## config.mk

```make
export PLATFORM = sky130hd
export DESIGN_NAME = tou_divsqrt
export DESIGN_NICKNAME = d
export VERILOG_FILES = /design/src/rtl/core/tou_pkg.sv /design/src/rtl/core/tou_divsqrt.sv
export SDC_FILE = /design/constraint.sdc
export NUM_CORES = 1
export LEC_CHECK = 0
export ABC_AREA = 1
export ABC_CLOCK_PERIOD_IN_PS = 5800
export BUFFER_PORTS_ARGS = -buffer_cell sky130_fd_sc_hd__buf_4
export CAP_MARGIN = 5
export CELL_PAD_IN_SITES_DETAIL_PLACEMENT = 1
export CELL_PAD_IN_SITES_GLOBAL_PLACEMENT = 1
export CORE_MARGIN = 4
export CORE_UTILIZATION = 30
export DETAILED_ROUTE_END_ITERATION = 16
export PLACE_DENSITY_LB_ADDON = 0.08
export SYNTH_ARGS = -nofsm -noshare
export SYNTH_HDL_FRONTEND = slang
export SYNTH_SLANG_ARGS = --single-unit
```

## constraint.sdc

```tcl
create_clock -name clk -period 5.8 [get_ports clk]
set_input_delay 0.29 -clock clk [delete_from_list [all_inputs] [get_ports clk]]
set_output_delay 0.29 -clock clk [all_outputs]
set_load 0.01 [all_outputs]
```

## src/rtl/core/tou_pkg.sv

```systemverilog
// Shared types and constants for the trackball orientation update block.
// Used by tou_divsqrt, trackball_orientation_update_top and tou_checker.
`default_nettype none

package tou_pkg;

	localparam int COORD_W    = 12;
	localparam int SIZE_W     = 13;
	localparam int QUAT_W     = 16;
	localparam int FRAC_W     = 14;
	localparam int LIFT_W     = 14;
	localparam int ONE        = 1 << FRAC_W;
	localparam int IN_DATA_W  = 48;
	localparam int OUT_DATA_W = 64;
	localparam int NUM_W      = 64;
	localparam int DEN_W      = 32;
	localparam int MUL_W      = 32;
	localparam int ACC_W      = 64;
	localparam int VEC_W      = 18;
	localparam int RAW_W      = 34;
	localparam int NM_W       = 30;
	localparam int LEN_W      = 31;
	localparam int DIV_STEPS  = 64;
	localparam int SQRT_STEPS = 32;
	localparam int CFG_ADDR_W = 1;

	localparam logic [CFG_ADDR_W-1:0] REG_SCREEN_WIDTH  = 1'b0;
	localparam logic [CFG_ADDR_W-1:0] REG_SCREEN_HEIGHT = 1'b1;

	typedef struct packed {
		logic             start;
		logic             sqrt;
		logic [NUM_W-1:0] num;
		logic [DEN_W-1:0] den;
	} unit_req_t;

	typedef struct packed {
		logic             done;
		logic [NUM_W-1:0] result;
	} unit_rsp_t;

	// Sign pattern of the Hamilton product: term j of output component i.
	function automatic logic ham_neg(input logic [1:0] i, input logic [1:0] j);
		logic [3:0] row;
		begin
			case (i)
				2'd0: row = 4'b1110;
				2'd1: row = 4'b1000;
				2'd2: row = 4'b0010;
				default: row = 4'b0100;
			endcase
			return row[j];
		end
	endfunction

	// Cross product terms: a[cross_a] * b[cross_b], odd terms subtracted.
	function automatic logic [1:0] cross_a(input logic [2:0] t);
		case (t)
			3'd0: return 2'd1;
			3'd1: return 2'd2;
			3'd2: return 2'd2;
			3'd3: return 2'd0;
			3'd4: return 2'd0;
			default: return 2'd1;
		endcase
	endfunction

	function automatic logic [1:0] cross_b(input logic [2:0] t);
		case (t)
			3'd0: return 2'd2;
			3'd1: return 2'd1;
			3'd2: return 2'd0;
			3'd3: return 2'd2;
			3'd4: return 2'd1;
			default: return 2'd0;
		endcase
	endfunction

endpackage

`default_nettype wire

```

## src/rtl/core/tou_divsqrt.sv

```systemverilog
// Shared iterative unit: unsigned restoring division (one bit a cycle) and
// integer square root (two radicand bits a cycle). Depends on tou_pkg.
`default_nettype none

module tou_divsqrt (
	input  wire logic               clk,
	input  wire logic               arst_n,
	input  wire tou_pkg::unit_req_t req,
	output tou_pkg::unit_rsp_t      rsp
);

	logic                        busy_q;
	logic                        done_q;
	logic                        sqrt_q;
	logic [6:0]                  cnt_q;
	logic [tou_pkg::NUM_W-1:0]   rad_q;
	logic [34:0]                 rem_q;
	logic [tou_pkg::NUM_W-1:0]   quo_q;
	logic [tou_pkg::DEN_W-1:0]   den_q;

	logic [34:0] t_val;
	logic [34:0] trial;
	logic        ge;
	logic        last;

	always_comb begin
		if (sqrt_q) begin
			t_val = {rem_q[32:0], rad_q[63:62]};
			trial = {1'b0, quo_q[31:0], 2'b01};
			last  = (cnt_q == 7'(tou_pkg::SQRT_STEPS - 1));
		end else begin
			t_val = {rem_q[33:0], rad_q[63]};
			trial = {3'b000, den_q};
			last  = (cnt_q == 7'(tou_pkg::DIV_STEPS - 1));
		end
		ge = (t_val >= trial);
	end

	always_ff @(posedge clk or negedge arst_n) begin
		if (!arst_n) begin
			busy_q <= 1'b0;
			done_q <= 1'b0;
			cnt_q  <= '0;
		end else begin
			done_q <= 1'b0;
			if (req.start) begin
				busy_q <= 1'b1;
				cnt_q  <= '0;
			end else if (busy_q) begin
				cnt_q <= cnt_q + 7'd1;
				if (last) begin
					busy_q <= 1'b0;
					done_q <= 1'b1;
				end
			end
		end
	end

	always_ff @(posedge clk) begin
		if (req.start) begin
			sqrt_q <= req.sqrt;
			rad_q  <= req.num;
			den_q  <= req.den;
			rem_q  <= '0;
			quo_q  <= '0;
		end else if (busy_q) begin
			rem_q <= ge ? (t_val - trial) : t_val;
			quo_q <= {quo_q[62:0], ge};
			rad_q <= sqrt_q ? {rad_q[61:0], 2'b00} : {rad_q[62:0], 1'b0};
		end
	end

	assign rsp.done   = done_q;
	assign rsp.result = quo_q;

endmodule

`default_nettype wire

```

## Word-level counts from Yosys, hierarchy flattened

Index checks and enable logic that the tools add are counted.

- Equal/unequal tests: 2
- Reductions and logical operators: 1
- Add/sub/neg operators: 2
- Magnitude comparators: 1
- Mux-type cells: 15

Operator list:

| operator | count |
|---|---|
| 64-bit 2-to-1 mux | 3 |
| 34-bit 2-to-1 mux | 2 |
| 35-bit by 34-bit >= comparator with 1-bit output | 1 |
| 35-bit 2-to-1 mux | 1 |
| 34-bit subtractor | 1 |
| 7-bit 2-to-1 mux | 2 |
| 7-bit by 1-bit adder with 7-bit output (second input constant) | 1 |
| 7-bit by 5-bit equality test with 1-bit output (second input constant) | 1 |
| 7-bit by 6-bit equality test with 1-bit output (second input constant) | 1 |
| 1-bit 2-to-1 mux | 7 |
| 2-bit nonzero test | 1 |

- Input bits: 100
- Output and inout port bits: 65
- Register bits after elaboration: 204
- Word-level logic and storage cells: 29

## Longest topological paths before layout

- Depth after elaboration: 5
- Depth in mapped cells: 21
- Mapped depth without buffers: 20

## Worst setup path after synthesis

No wires, ideal clock.

- Path type: input port to flip-flop
- Start point: input req[97] (netlist name)
- End point: register rad_q[0] (netlist name) (enable)
- Arrival: 2.660 ns
- Path buffers: 2
- Stages on the path: 4
- Required time: 5.347 ns
- Setup slack: 2.686 ns
- Library setup time: 0.453 ns
- Path through: clkbuf_1 -> nor2_1 -> inv_2 -> buf_1

- Cells in the longest elaborated chain, start to end: 1

Ends and longest elaborated chain:

| item | RTL line | text |
|---|---|---|
| start, declared | tou_divsqrt.sv:8 | `input wire tou_pkg::unit_req_t req,` |
| 2-bit nonzero test (no line) | -- |  |
| end signal, assigned | tou_divsqrt.sv:62 | `rad_q <= req.num;` |
| end signal, assigned | tou_divsqrt.sv:69 | `rad_q <= sqrt_q ? {rad_q[61:0], 2'b00} : {rad_q[62:0], 1'b0};` |
| end, declared | tou_divsqrt.sv:16 | `logic [tou_pkg::NUM_W-1:0] rad_q;` |

Every way passes these cells.
A chain may end at the register's enable or synchronous reset.

## Worst setup path after layout

- Start point: register sqrt_q
- End point: register rem_q[30]

- Cells in the longest elaborated chain, start to end: 3
- Elaborated cells between the ends (all ways): 5
- Classes of those cells: add/sub: 1; order compare: 1; mux: 3

Ends and longest elaborated chain:

| item | RTL line | text |
|---|---|---|
| start, declared | tou_divsqrt.sv:14 | `logic sqrt_q;` |
| start signal, assigned | tou_divsqrt.sv:61 | `sqrt_q <= req.sqrt;` |
| 35-bit 2-to-1 mux / 34-bit 2-to-1 mux (equally long branches) | tou_divsqrt.sv:27 | `if (sqrt_q) begin` |
| 34-bit subtractor / 35-bit by 34-bit >= comparator with 1-bit output (equally long branches) | tou_divsqrt.sv:67, tou_divsqrt.sv:36 |  |
| 34-bit 2-to-1 mux * | tou_divsqrt.sv:67 | `rem_q <= ge ? (t_val - trial) : t_val;` |
| end signal, assigned | tou_divsqrt.sv:67 |  |
| end, declared | tou_divsqrt.sv:17 | `logic [34:0] rem_q;` |

Every way passes the cells marked *; elsewhere a longest branch is shown, timed or not.

==> out/results.ini <==
[run_status]
outcome = completed

[finish]
layout_commonest_cell = nand2_1
final_cell_mix = nand2_1, inv_1, buf_4, a21oi_1, nor2_1
final_area_um2 = 14640
nets = 1902
drive_above_1_share_pct = 15.74
final_util_pct = 37.70
area_growth_pct = 23.67

[logic_synthesis]
ys_warn_count = 0
synth_top_flop_cell = dfxtp_1
synthArstFlopShare_pct = 4.412
avgSynthCellArea_um2 = 7.361
yosysUniqueCellTypes = 47
ys_seq_elements = 204
ys_seq_area_share_pct = 43.09
synth_edf_count = 97
synth_fp_nets = 1744
syn_area_um2 = 11840
syn-instance-count = 1608

[critical_path]
crit_buf_inv = 2
crit_slowest_cell = buf_4
crit_cells = 17
path_max_fanout = 66
arrival_ns = 4.42
r2r_cells = 17
reg2reg_from = sqrt_q$_DFFE_PP_
cp-end-kind = flop
worst_ep_required_time_ns = 6.20
critical_path.startpoint = sqrt_q$_DFFE_PP_
path_delay_family = simple AND/OR/NAND/NOR gates
crit_chain = inv_4, buf_4, nand2_1, o21ai_0, ha_1, nand2_1, nor2_2, nand2_1, nor2_2, nand3_2, nand2_4, nor2_8, nand2_8, nand2_4, nor2_1, nor2_1, nor2_1
slowest_delay_ns = 0.65
start_kind = flop
path_class = flop to flop

[placement]
dp_hpwl_um = 29830
port_buffers = 164
gp_congestion = 0.8852
postPlaceCellArea_um2 = 13420

[floorplan]
dieWidth_um = 206.6
die_h_um = 206.6
dieArea_um2 = 42700
rows = 72
floorplan.initialDensity_pct = 30.48
core_area_um2 = 38830
io_pins = 165

[clock_tree]
postCtsSetupBuffers = 0
clock_path_buffers = 3
clk_pin_slew_ns = 0.06
cts_sinks = 204
tritoncts = done
htreeDepth = 1
cts_root_buf = clkbuf_16
cts_resized = 0
insertion_delay_ns = 0.53
numCtsBuffers = 25
holdBufCountCts = 35

[timing]
slew_violations = 0
post-route-min-period_ns = 4.013
post-route-period-util_pct = 69.20
holdWs_ns = 0.03505
slew_headroom_pct = 20.18
worst_clock_skew_ns = 0.008424
rsz0062_at_grt = no
hold_viol = 0
fin_tns_setup_ns = 0
fmax_mhz = 249.2
setup_viol = 0
tightest_slew_ns = 1.197

[pwr]
switchingPower_uw = 2575
power_density_nw_per_um2 = 420.3
peakVddDrop_mv = 0.2124
fin_total_pwr_uw = 6152
seqPwrFrac_pct = 29.4
internal-power_uw = 3578
p_clk_share_pct = 26.3
p_comb_share_pct = 44.4
p_leak_uw = 0.006766
swShare_pct = 41.85

[route]
dr.first_iter.drc_count = 568
dr.pass1.iters = 5
route.detailed.drc = 0
vias_per_cell = 4.760
vias = 10967
wirelength_um = 40670
routedWlPerCell_um = 17.65
ant_nets = 0

[min_path]
min_from = req[33]
min_path_cells = 3
min_path_type = input port to flop

[global_route]
grt_pass1_wl_um = 63520
grt_max_degree = 162
track_usage_pct = 18.69
grt_remaining_overflow = 0
gr-usage-met3_pct = 4.077
antenna_found_initial = 2
grt_pass1_vias = 11333
busiest_layer = met2
met1_usage_pct = 27.74
met2_usage_pct = 27.92

[run]
cap_violations = 0

## power by group through the flow
stage          logic, uW  clock network, uW  registers (uW)
2_1_floorplan       2020                  0            1800
3_3_place_gp        2680                  0            1830
3_5_place_dp        2720                  0            1830
4_1_cts             2750               1680            1810
5_1_grt             3100               1740            1830
6_report            2730               1620            1810
## synth_stat cells, drive strengths merged (6+ instances only)
cell type / n / area (um2)
inv: 225 / 847.1
ha: 35 / 437.9
nand4: 42 / 262.8
xor2: 13 / 113.9
o22ai: 62 / 387.9
o21ai: 81 / 409.1
nand2: 457 / 1782
nor2: 158 / 656.9
dfrtp: 9 / 225.2
a21oi: 151 / 759.5
buf: 30 / 205.2
edfxtp: 97 / 2913
dfxtp: 98 / 1962
nand3b: 7 / 65.06
nor3: 6 / 35.03
clkbuf: 48 / 180.2
nand3: 74 / 470.5
## final cells by class
type	count	area [um2]
diodes	1	2.502
clock buffers	35	744.5
clock inverters	11	118.9
fillers	4767	24190
inverters	226	853.3
multi-input cells	1100	5500
flip-flops and latches	204	5101
well taps	518	648.1
repair buffers	209	1669
## final timing paths
check | end | slack, ns
worst max-delay path | rem_q[30]$_SDFFE_PP0P_ | 1.79
worst min-delay path | rad_q[1]$_DFFE_PP_ | 0.04
worst max register to register | rem_q[30]$_SDFFE_PP0P_ | 1.79
worst min register to register | quo_q[63]$_SDFFE_PP0P_ | 0.47
max in group asynchronous | busy_q$_DFF_PN0_ | 5.46
min in group asynchronous | busy_q$_DFF_PN0_ | 0.18
## sequential cells by signal, indices dropped and copies added, names as in the netlist
register  count
rad_q        64
sqrt_q        1
quo_q        64
busy_q        1
cnt_q         7
done_q        1
den_q        32
rem_q        34
## tightest hold or removal path, stage by stage
cell and delay (ns):
buf_4 0.07, nand2_1 0.04, nand2_1 0.05
## cell families after synthesis
family,count (synthesis),synth area share [%]
and+or+nand+nor,749,27.93
buffers and inverters,304,10.44
muxes,1,0.08457
xor gates and xnor gates,15,1.110
DFF,204,43.09
AOI/OAI and AO/OA,299,13.48
adders and majority gates,36,3.869
## layer usage
layer  vias to the layer above  part of all wire, %  routed length, um
met2                       175                   43              17520
met3                        35                  4.9               1984
met4                         0                  1.4                575
met5                         -                    0                  0
met1                      5200                   51              20590
li1                       5557                    -                  -
## through the flow
stage	std cells	setup slack, ns
floorplan	1608	2.686
global placement	2222	1.847
detailed placement	2222	1.767
CTS	2303	1.745
global route	2304	1.347
finish	2304	1.787
Power figures use the tool's default switching activity.
